==> src/hdl/tae_pkg.sv <==
`default_nettype none
// ----------------------------------------------------------------------------
// tae_pkg
// Shared types and codes for the Thumb ALU execute block.
// ----------------------------------------------------------------------------
package tae_pkg;

  localparam int RegCount  = 16;
  localparam int RegAddrW  = 4;
  localparam int DataW     = 32;
  localparam int FlagW     = 4;

  // NZCV bit positions
  localparam int FlagN = 3;
  localparam int FlagZ = 2;
  localparam int FlagC = 1;
  localparam int FlagV = 0;

  typedef enum logic [3:0] {
    FUNC_BIC     = 4'd0,
    FUNC_SUBREG  = 4'd1,
    FUNC_SUBIMM  = 4'd2,
    FUNC_CMPIMM  = 4'd3,
    FUNC_LSL     = 4'd4,
    FUNC_LSR     = 4'd5,
    FUNC_ADDREG  = 4'd6,
    FUNC_ADDIMM  = 4'd7,
    FUNC_MOVIMM  = 4'd8,
    FUNC_MOVHIGH = 4'd9,
    FUNC_SBC     = 4'd10
  } func_t;

  typedef struct packed {
    logic [3:0]  func;
    logic [15:0] opcode_halfword;
  } instr_t;

  typedef struct packed {
    logic [RegAddrW-1:0] dest_index;
    logic [DataW-1:0]    dest_value;
    logic                wrote_register;
    logic [FlagW-1:0]    flags_out;
  } result_t;

endpackage
`default_nettype wire

==> src/hdl/thumb_alu_execute.sv <==
`default_nettype none
// ----------------------------------------------------------------------------
// thumb_alu_execute
// Executes one Thumb data-processing instruction per beat against a
// 16-entry register file and the NZCV flags.
// ----------------------------------------------------------------------------
//  channel  | signals                              | payload
//  ---------+--------------------------------------+------------------------
//  instr    | instr_valid / instr_ready / instr    | func, opcode_halfword
//  result   | result_valid / result_ready / result | dest, value, write, NZCV
//
// One beat per cycle sustained while the result is not stalled; the register file
// is read on the beat edge, then execute writes the result register.
// Register file and flags are written as an instruction leaves execute;
// a same-cycle read of that entry is forwarded.
// Reset clears flags and per-entry valid bits; invalid entries read as zero.
// A stalled result holds execute; instr_ready drops only then.
// ----------------------------------------------------------------------------
module thumb_alu_execute
  import tae_pkg::*;
(
  input  wire logic    clk,
  input  wire logic    rst,
  input  wire logic    instr_valid,
  output logic         instr_ready,
  input  wire instr_t  instr,
  output logic         result_valid,
  input  wire logic    result_ready,
  output result_t      result
);

  // read address decode on the incoming beat
  logic [RegAddrW-1:0] raddr_a, raddr_b;
  logic [15:0]         iw;

  always_comb begin
    iw = instr.opcode_halfword;
    case (instr.func) inside
      FUNC_BIC, FUNC_SBC:         raddr_a = {1'b0, iw[2:0]};
      FUNC_SUBIMM, FUNC_CMPIMM:   raddr_a = {1'b0, iw[10:8]};
      FUNC_MOVHIGH:               raddr_a = iw[6:3];
      default:                    raddr_a = {1'b0, iw[5:3]};
    endcase
    case (instr.func) inside
      FUNC_BIC, FUNC_SBC: raddr_b = {1'b0, iw[5:3]};
      default:            raddr_b = {1'b0, iw[8:6]};
    endcase
  end

  // execute stage registers
  logic                 s1_valid;
  instr_t               s1_instr;
  logic                 byp_a, byp_b, vld_a, vld_b;
  logic [DataW-1:0]     fwd_data;
  logic [DataW-1:0]     ram_a, ram_b;
  logic [RegCount-1:0]  rf_valid;
  logic [FlagW-1:0]     flags;

  logic                 s1_move, accept;
  logic                 wr_en;
  logic [RegAddrW-1:0]  rd;
  logic [DataW-1:0]     val;
  logic                 wr;
  logic [FlagW-1:0]     flags_next;

  assign s1_move     = s1_valid && (!result_valid || result_ready);
  assign instr_ready = !s1_valid || s1_move;
  assign accept      = instr_valid && instr_ready;
  assign wr_en       = s1_move && wr;

  tae_ram #(
    .WIDTH (DataW),
    .DEPTH (RegCount)
  ) u_rf (
    .clk     (clk),
    .we      (wr_en),
    .waddr   (rd),
    .wdata   (val),
    .re      (accept),
    .raddr_a (raddr_a),
    .raddr_b (raddr_b),
    .rdata_a (ram_a),
    .rdata_b (ram_b)
  );

  always_ff @(posedge clk) begin
    if (rst) begin
      s1_valid <= 1'b0;
    end else if (accept) begin
      s1_valid <= 1'b1;
    end else if (s1_move) begin
      s1_valid <= 1'b0;
    end
    if (accept) begin
      s1_instr <= instr;
      byp_a    <= wr_en && (rd == raddr_a);
      byp_b    <= wr_en && (rd == raddr_b);
      vld_a    <= rf_valid[raddr_a];
      vld_b    <= rf_valid[raddr_b];
      fwd_data <= val;
    end
  end

  always_ff @(posedge clk) begin
    if (rst) begin
      rf_valid <= '0;
      flags    <= '0;
    end else if (s1_move) begin
      flags <= flags_next;
      if (wr) begin
        rf_valid[rd] <= 1'b1;
      end
    end
  end

  // operands
  logic [DataW-1:0] opa, opb;
  logic [15:0]      w;
  logic [2:0]       lo0, lo3, lo6, hi8;
  logic [7:0]       imm8;
  logic [4:0]       imm5;

  assign opa  = byp_a ? fwd_data : (vld_a ? ram_a : '0);
  assign opb  = byp_b ? fwd_data : (vld_b ? ram_b : '0);
  assign w    = s1_instr.opcode_halfword;
  assign lo0  = w[2:0];
  assign lo3  = w[5:3];
  assign lo6  = w[8:6];
  assign hi8  = w[10:8];
  assign imm8 = w[7:0];
  assign imm5 = w[10:6];

  // shared adder: subtract is a + ~b + carry-in
  logic [DataW-1:0] add_b;
  logic             add_cin;
  logic [DataW:0]   sum;
  logic             add_v;

  always_comb begin
    add_b   = '0;
    add_cin = 1'b0;
    case (s1_instr.func) inside
      FUNC_SUBREG: begin
        add_b   = ~opb;
        add_cin = 1'b1;
      end
      FUNC_SUBIMM, FUNC_CMPIMM: begin
        add_b   = ~{24'd0, imm8};
        add_cin = 1'b1;
      end
      FUNC_ADDREG: add_b = opb;
      FUNC_ADDIMM: add_b = {29'd0, lo6};
      FUNC_SBC: begin
        add_b   = ~opb;
        add_cin = flags[FlagC];
      end
      default: ;
    endcase
    sum   = {1'b0, opa} + {1'b0, add_b} + {{DataW{1'b0}}, add_cin};
    add_v = ~(opa[DataW-1] ^ add_b[DataW-1]) & (opa[DataW-1] ^ sum[DataW-1]);
  end

  // shifter: 33-bit forms carry the last bit out
  logic [DataW:0] lsl_ext, lsr_ext;
  logic [5:0]     lsr_sh;

  assign lsl_ext = {1'b0, opa} << imm5;
  assign lsr_sh  = (imm5 == 5'd0) ? 6'd32 : {1'b0, imm5};
  assign lsr_ext = {opa, 1'b0} >> lsr_sh;

  // result and flags
  logic set_nz;

  always_comb begin
    rd         = '0;
    val        = '0;
    wr         = 1'b1;
    set_nz     = 1'b1;
    flags_next = flags;
    case (s1_instr.func) inside
      FUNC_BIC: begin
        rd  = {1'b0, lo0};
        val = opa & ~opb;
      end
      FUNC_SUBREG, FUNC_ADDREG, FUNC_ADDIMM, FUNC_SBC: begin
        rd  = {1'b0, lo0};
        val = sum[DataW-1:0];
        flags_next[FlagC] = sum[DataW];
        flags_next[FlagV] = add_v;
      end
      FUNC_SUBIMM: begin
        rd  = {1'b0, hi8};
        val = sum[DataW-1:0];
        flags_next[FlagC] = sum[DataW];
        flags_next[FlagV] = add_v;
      end
      FUNC_CMPIMM: begin
        rd  = {1'b0, hi8};
        val = sum[DataW-1:0];
        wr  = 1'b0;
        flags_next[FlagC] = sum[DataW];
        flags_next[FlagV] = add_v;
      end
      FUNC_LSL: begin
        rd  = {1'b0, lo0};
        val = lsl_ext[DataW-1:0];
        if (imm5 != 5'd0) begin
          flags_next[FlagC] = lsl_ext[DataW];
        end
      end
      FUNC_LSR: begin
        rd  = {1'b0, lo0};
        val = lsr_ext[DataW:1];
        flags_next[FlagC] = lsr_ext[0];
      end
      FUNC_MOVIMM: begin
        rd  = {1'b0, hi8};
        val = {24'd0, imm8};
      end
      FUNC_MOVHIGH: begin
        rd     = {w[7], lo0};
        val    = opa;
        set_nz = 1'b0;
      end
      default: begin
        wr     = 1'b0;
        set_nz = 1'b0;
      end
    endcase
    if (set_nz) begin
      flags_next[FlagN] = val[DataW-1];
      flags_next[FlagZ] = (val == '0);
    end
  end

  // result register
  always_ff @(posedge clk) begin
    if (rst) begin
      result_valid <= 1'b0;
    end else if (s1_move) begin
      result_valid <= 1'b1;
    end else if (result_ready) begin
      result_valid <= 1'b0;
    end
    if (s1_move) begin
      result.dest_index     <= rd;
      result.dest_value     <= wr ? val : '0;
      result.wrote_register <= wr;
      result.flags_out      <= flags_next;
    end
  end

endmodule
`default_nettype wire

==> src/hdl/tae_ram.sv <==
`default_nettype none
// ----------------------------------------------------------------------------
// tae_ram
// Generic RAM: one write port, two read ports with registered read data.
// ----------------------------------------------------------------------------
module tae_ram #(
  parameter int WIDTH = 32,
  parameter int DEPTH = 16
) (
  input  wire logic                     clk,
  input  wire logic                     we,
  input  wire logic [$clog2(DEPTH)-1:0] waddr,
  input  wire logic [WIDTH-1:0]         wdata,
  input  wire logic                     re,
  input  wire logic [$clog2(DEPTH)-1:0] raddr_a,
  input  wire logic [$clog2(DEPTH)-1:0] raddr_b,
  output logic      [WIDTH-1:0]         rdata_a,
  output logic      [WIDTH-1:0]         rdata_b
);

  logic [WIDTH-1:0] mem [DEPTH];

  always_ff @(posedge clk) begin
    if (we) begin
      mem[waddr] <= wdata;
    end
    if (re) begin
      rdata_a <= mem[raddr_a];
      rdata_b <= mem[raddr_b];
    end
  end

endmodule
`default_nettype wire

==> config.mk <==
export PLATFORM = sky130hd
export DESIGN_NAME = thumb_alu_execute
export DESIGN_NICKNAME = d
export VERILOG_FILES = /design/src/hdl/tae_pkg.sv /design/src/hdl/thumb_alu_execute.sv /design/src/hdl/tae_ram.sv
export SDC_FILE = /design/constraint.sdc
export NUM_CORES = 1
export LEC_CHECK = 0
export ABC_CLOCK_PERIOD_IN_PS = 7200
export BUFFER_PORTS_ARGS = -buffer_cell sky130_fd_sc_hd__clkbuf_2
export CORE_ASPECT_RATIO = 1.5
export CORE_MARGIN = 5
export CORE_UTILIZATION = 40
export CTS_BUF_LIST = sky130_fd_sc_hd__clkbuf_4 sky130_fd_sc_hd__clkbuf_8
export CTS_CLUSTER_DIAMETER = 200
export DETAILED_ROUTE_END_ITERATION = 8
export HOLD_SLACK_MARGIN = 0.15
export MAX_ROUTING_LAYER = met4
export SYNTH_ARGS = -nofsm -noshare
export SYNTH_HDL_FRONTEND = slang
export SYNTH_SLANG_ARGS = --single-unit
==> constraint.sdc <==
create_clock -name clk -period 7.2 [get_ports clk]
set_clock_uncertainty 0.2 [all_clocks]
set_input_delay 1.44 -clock clk [delete_from_list [all_inputs] [get_ports clk]]
set_output_delay 1.44 -clock clk [all_outputs]
set_load 0.01 [all_outputs]
[After elaboration in Yosys (flattened, before gate mapping)]
Memories as Yosys holds them, arrays and structs flattened. A register that Yosys moved wholly into a read port is not among the register bits.
Index checks and enable logic that the tools add are counted.
Operators by class
  $add $sub $neg: 2
  $mul: 0
  div/mod/pow operators: 0
  $lt $le $gt $ge: 4
  equality and inequality tests: 16
  shifts and indexed selects: 2
  muxes and demuxes: 74
  bitwise gates (word level): 8
  reduce and logical (&&, ||, !) cells: 22
Operator list (count)
  two-way mux 32 bit: 17
  two-way mux 4 bit: 11
  two-way mux 1 bit: 40
  adder 32 x 32 -> 33 bit: 1
  adder 33 x 1 -> 33 bit: 1
  left shift 32 x 5 -> 33 bit: 1
  right shift 33 x 6 -> 33 bit: 1
  bitwise AND 32 bit: 1
  zero test 32 bit: 1
  NOT 32 bit: 1
  NOT 8 -> 32 bit: 1
  == test 4 bit, second input constant: 5
  == test 4 x 2 -> 1 bit, second input constant: 4
  == test 4 x 3 -> 1 bit, second input constant: 4
  OR 16 bit: 1
  < comparator 4 x 5 -> 1 bit, second input constant: 3
  binary-select mux 1 bit (select 4 bit): 2
  == test 4 bit: 2
  zero test 4 bit: 2
  logical AND 1 bit: 6
  two-way mux 6 bit: 1
  OR reduction 2 bit: 3
  zero test 5 bit: 1
  nonzero test 5 bit: 1
  13 further kinds: 17
Word-level totals
  register bits after elaboration: 114
  latch bits: 0
  memory bits (writable): 512
  memory bits (read-only): 0
  bits of input ports: 24
  logic and storage cells: 144
  memories: 1
Memory list
  u_rf.mem: depth 16, bits a word 32, read ports 2, clocked after Yosys merged registers in 2, write ports 1, line tae_ram.sv:21  | logic [WIDTH-1:0] mem [DEPTH];

[Logic depth before layout (Yosys ltp)]
  word-level depth: 16
  depth in mapped cells: 23

[Modules after synthesis]
A second synthesis with hierarchy kept.
Unflattened totals
  cells, all modules: 2837
  area total of the unflattened synthesis: 38112.8 um2
Modules (own cells, without submodules)
  tae_ram: times used 1, cells each 1141, area each 24846.3 um2, sequential area each 17296.6 um2
  thumb_alu_execute: times used 1, cells each 1696, area each 13266.5 um2, sequential area each 3203.1 um2

[Least setup slack after synthesis]
Ideal clock, no wire load.
  path type: register to register
  from: register s1_instr[17] (netlist bit)
  to: register result[2] (netlist bit), data pin
  library setup time: 0.258 ns
  arrival time: 5.200 ns
  path slack: 1.543 ns
  cell stages (with the launch flop): 24
  clock period less this slack: 5.657 ns
  path through: edfxtp_1 > buf_2 > buf_1 > buf_2 > buf_1 > and3_1 > a21oi_1 > nor2_1 > clkbuf_1 > nand2_1 > o311ai_0 > ha_1 > clkbuf_1 > a211oi_1 > o21bai_1 > a311oi_1 > nor2_1 > o31ai_1 > nand2b_1 > xnor2_1 > a21boi_0 > nor2_1 > nand4_1 > o2bb2ai_1
Between the ends
  cells in the longest elaborated chain, start to end: 14
  elaborated cells on any way between the ends: 42
  those cells by class: add/sub (2); eq/ne (10); mux (26); reduce/logical (4)
Ends and longest elaborated chain
  start: declaration: line thumb_alu_execute.sv:52  | instr_t s1_instr;
  start signal: assignment: line thumb_alu_execute.sv:95  | s1_instr <= instr;
  == test 4 bit (no line)
  two-way mux 32 bit (5 in a row): line thumb_alu_execute.sv:142  | case (s1_instr.func) inside
  adder 32 x 32 -> 33 bit: line thumb_alu_execute.sv:159  | sum = {1'b0, opa} + {1'b0, add_b} + {{DataW{1'b0}}, add_cin};
  adder 33 x 1 -> 33 bit: line thumb_alu_execute.sv:159
  two-way mux 32 bit (3 in a row): line thumb_alu_execute.sv:180  | case (s1_instr.func) inside
  two-way mux 32 bit (*): line thumb_alu_execute.sv:180
  named net u_rf.wdata[25]: line tae_ram.sv:13  | input wire logic [WIDTH-1:0] wdata,
  zero test 32 bit (*): line thumb_alu_execute.sv:232  | flags_next[FlagZ] = (val == '0);
  two-way mux 2 bit (*): line thumb_alu_execute.sv:230  | if (set_nz) begin
  named net flags_next[2]: line thumb_alu_execute.sv:64  | logic [FlagW-1:0] flags_next;
  end: declaration: line thumb_alu_execute.sv:29  | output result_t result
Mark *: on every way through the listed nets, which the timed path passes. The rest lies on a longest branch.
A chain may end at the register's enable or synchronous reset.

[Final worst setup path]
  from: register s1_instr[17] (netlist bit)
  to: register flags[2]
Between the ends
  cells in the longest elaborated chain, start to end: 14
  elaborated cells on any way between the ends: 42
  those cells by class: add/sub (2); eq/ne (10); mux (26); reduce/logical (4)
Ends and longest elaborated chain
  == test 4 bit (no line)
  two-way mux 32 bit (5 in a row): line thumb_alu_execute.sv:142
  adder 32 x 32 -> 33 bit: line thumb_alu_execute.sv:159
  adder 33 x 1 -> 33 bit: line thumb_alu_execute.sv:159
  two-way mux 32 bit (3 in a row): line thumb_alu_execute.sv:180
  two-way mux 32 bit (*): line thumb_alu_execute.sv:180
  named net u_rf.wdata[23]: line tae_ram.sv:13
  zero test 32 bit (*): line thumb_alu_execute.sv:232
  two-way mux 2 bit (*): line thumb_alu_execute.sv:230
  end signal: assignment: line thumb_alu_execute.sv:109  | flags <= flags_next;
  end: declaration: line thumb_alu_execute.sv:57  | logic [FlagW-1:0] flags;
Marked as above.

==> results.yml <==
run_status:
  status: "completed"
synthesis:
  ys.flop_type: "edfxtp_1"
  ys_async_sr_fraction_pct: 0
  synth_warnings: 0
  synth_cell_types: 91
  ys_seq_area_share_pct: 57.06
  synth-seq-cells: 690
  synth_edf_count: 668
  syn_nets: 2665
  avgSynthCellArea_um2: 13.78
  syn_inst: 2608
  syn_area_um2: 35930
global_routing:
  grt_usage_pct: 29.29
  globalRouteOverflowTotal: 0
  grt_antenna_before_repair: 6
  grt_max_degree: 91
  grt_pass1_wl_mm: 195.2
  grt_pass1_vias: 25870
clock_tree:
  ctsLongestPathBuffers: 3
  cts.sinks: 690
  cts-root-buf: "clkbuf_8"
  clk_latency_ns: 0.76
  cts-htree-levels: 3
  cts_resized: 0
  clkSlewWorstSetupHoldPaths_ns: 0.07
  post_cts_buffers: 0
  ctsHoldBuffers: 0
  cts_tree: "built"
  numCtsBuffers: 100
die:
  io_pins: 67
  die_w_um: 254.7
  die_area_um2: 96030
  die_y_um: 377.1
  coreArea_um2: 89030
  start_util_pct: 40.35
  num_rows: 134
setup_path:
  r2r_cells: 18
  r2r_setup_slack_ns: 0.60
  path_class: "reg2reg"
  critPathLaunchType: "flip-flop"
  worstSetupEndpointType: "flip-flop"
  reg2reg_to: "flags[2]"
  critPathMaxFanout: 24
  critical_path_required_ns: 7.67
  arrival_ns: 7.08
  r2r_start: "s1_instr[17]"
job:
  max-cap-violations: 0
sta:
  max_freq_mhz: 151.4
  setup_viol_count_final: 0
  min_period_ns: 6.604
  fin_tns_setup_ns: 0
  worst_pin_slew_ns: 1.432
  slew_violations: 0
  finalHoldViolations: 0
  fin_crit_sh_pct: 91.72
  rsz0062_at_grt: "no"
  max_slew_margin_pct: 4.543
power_and_ir_drop:
  clock_power_share_pct: 32.8
  p_switching_mw: 2.820
  power_mw: 9.741
  p_int_mw: 6.921
  worst_ir_drop_vdd_v: 0.0001543
  p_seq_share_pct: 48.5
  p_sw_share_pct: 28.95
  power.leakage_nw: 13.45
  power.density_nw_per_um2: 241.3
  pwr-share-comb_pct: 18.7
min_path:
  hp-class: "reg2reg"
  hold_path_end: "rf_valid[8]"
  min_from: "rf_valid[8]"
  hold_depth: 2
detailed_routing:
  vias: 26180
  dr.pass1.iters: 7
  post-route-drc-count: 0
  ant_nets: 0
  post_drt_wl_per_cell_um: 34.90
  vias_per_cell: 6.575
  wl_mm: 139.0
  first_iter_violations: 3136
placed_design:
  port_buffers: 61
  gp_congestion: 1.115
  dpl.hpwl_mm: 97.02
final_layout:
  nets: 2792
  drive_gt1_share_pct: 24.59
  syn2layout_area_growth_pct: 12.37
metrics by stage:
step           setup slack (ns)  instances  utilization (%)  cell area [um^2]  hold WS (ns)
2_1_floorplan             1.543       2608                -             35930        0.2348
3_3_place_gp              1.008       3789            43.04             38320        0.2449
3_5_place_dp              1.002       3789            43.04             38320        0.2611
4_1_cts                  0.9904       3970            45.31             40340        0.2764
5_1_grt                  0.5394       3974            45.32             40350        0.3044
6_report                 0.5965       3982            45.35             40370        0.2735
how the worst max path moves through the flow:
| stage | cells after the start | end | start | slack, ns |
|---|---|---|---|---|
| final | 18 | flags[2] | s1_instr[17] | 0.60 |
| after global routing | 19 | flags[2] | s1_instr[19] | 0.54 |
| after CTS | 18 | flags[2] | s1_instr[17] | 0.99 |
| after detailed placement | 18 | flags[2] | s1_instr[17] | 1.00 |
| after global placement | 18 | flags[2] | s1_instr[17] | 1.01 |
| after floorplan | 23 | result[2] | s1_instr[17] | 1.54 |
area by class of cell:
type	instances	area, um^2
multi-input cells	1699	14740
repair buffers	206	1494
flip-flops and latches	690	20500
well taps	1156	1446
inverters	38	142.6
diodes	12	30.03
clock buffers	139	1682
fillers	7814	48660
clock inverters	42	340.3
power groups by stage:
stage                     combinational [mW]  clock [mW]  sequential (mW)
after CTS                               1.77        3.28             4.72
final                                   1.82        3.20             4.73
after detailed placement                1.77           0             4.81
after global routing                    1.90        3.46             4.73
after floorplan                         1.06           0             4.77
after global placement                  1.75           0             4.80
logic make-up (layout without fill, tap and decap cells):
kind of cell	count (synthesis)	in the layout	synth area share [%]
DFF	690	690	57.06
AOI/OAI and AO/OA	651	651	12.61
xor gates and xnor gates	30	30	0.7313
other	0	12	0
muxes	344	344	17.06
adders and majority gates	33	33	1.191
and+or+nand+nor	641	641	8.710
buffers and inverters	219	425	2.629
synth_stat cells, drive strengths merged, types with 22 or more instances:
master	n	area share, %
mux4	208	13
clkbuf	97	1.0
o21ai	84	1.2
mux2	45	1.4
nand3	32	0.45
buf	84	1.2
a22oi	61	1.3
and2	47	0.82
mux2i	91	2.6
o211ai	22	0.46
a31oi	23	0.42
inv	35	0.37
nor2b	44	0.77
a21oi	149	2.1
nand3b	34	0.72
nor2	162	1.7
o22ai	29	0.50
ha	31	1.1
nor3	34	0.50
a211oi	59	1.2
edfxtp	668	56
a32oi	41	1.0
dfxtp	22	1.2
o311ai	27	0.66
nand2	205	2.1
worst max-delay path: stages, from the launching register on:
cell and delay (ns):
edfxtp_1 0.79, nor2_1 0.19, a21oi_1 0.43, nor2_1 0.14, buf_4 0.26, nand2_1 0.10, o311ai_0 0.13, ha_1 0.72
o211ai_1 0.20, o21ai_0 1.06, nor3_1 0.09, buf_4 0.21, o31a_1 0.32, xnor2_1 0.15, o32a_1 0.20, nor4_1 0.38
and3_1 0.22, nand4_1 0.30, o32ai_2 0.35
per-layer routing:
metal  part of all wire, %  GRT usage, %
met1                    35         32.81
met2                    49         47.48
met3                   7.3         5.282
met4                   8.8         20.14
met5                     0             -
placed cells by master, fill, tap and decap left out, types with 31 or more instances in the layout:
| cell | count |
|---|---|
| nor2b_1 | 43 |
| and2_1 | 45 |
| nand2_1 | 205 |
| nand3b_1 | 33 |
| buf_4 | 137 |
| edfxtp_1 | 668 |
| nor2_1 | 145 |
| a32oi_1 | 41 |
| o21ai_0 | 73 |
| mux2_2 | 45 |
| ha_1 | 31 |
| inv_1 | 31 |
| mux4_2 | 208 |
| clkbuf_8 | 102 |
| clkbuf_4 | 37 |
| mux2i_1 | 85 |
| a21oi_1 | 145 |
| nand3_1 | 32 |
| a22oi_1 | 58 |
| clkbuf_2 | 61 |
| a211oi_1 | 58 |
registers in the layout, indices dropped and copies added, names as in the netlist:
name and cells:
rf_valid 16, fwd_data 32, vld_b 1, u_rf.rdata_b 32, s1_valid 1, result_valid 1
w 11, byp_b 1, u_rf.rdata_a 32, u_rf.mem 512, result 41, vld_a 1
s1_instr 4, byp_a 1, flags 4
Note: power is estimated with default switching activity, not from simulation.
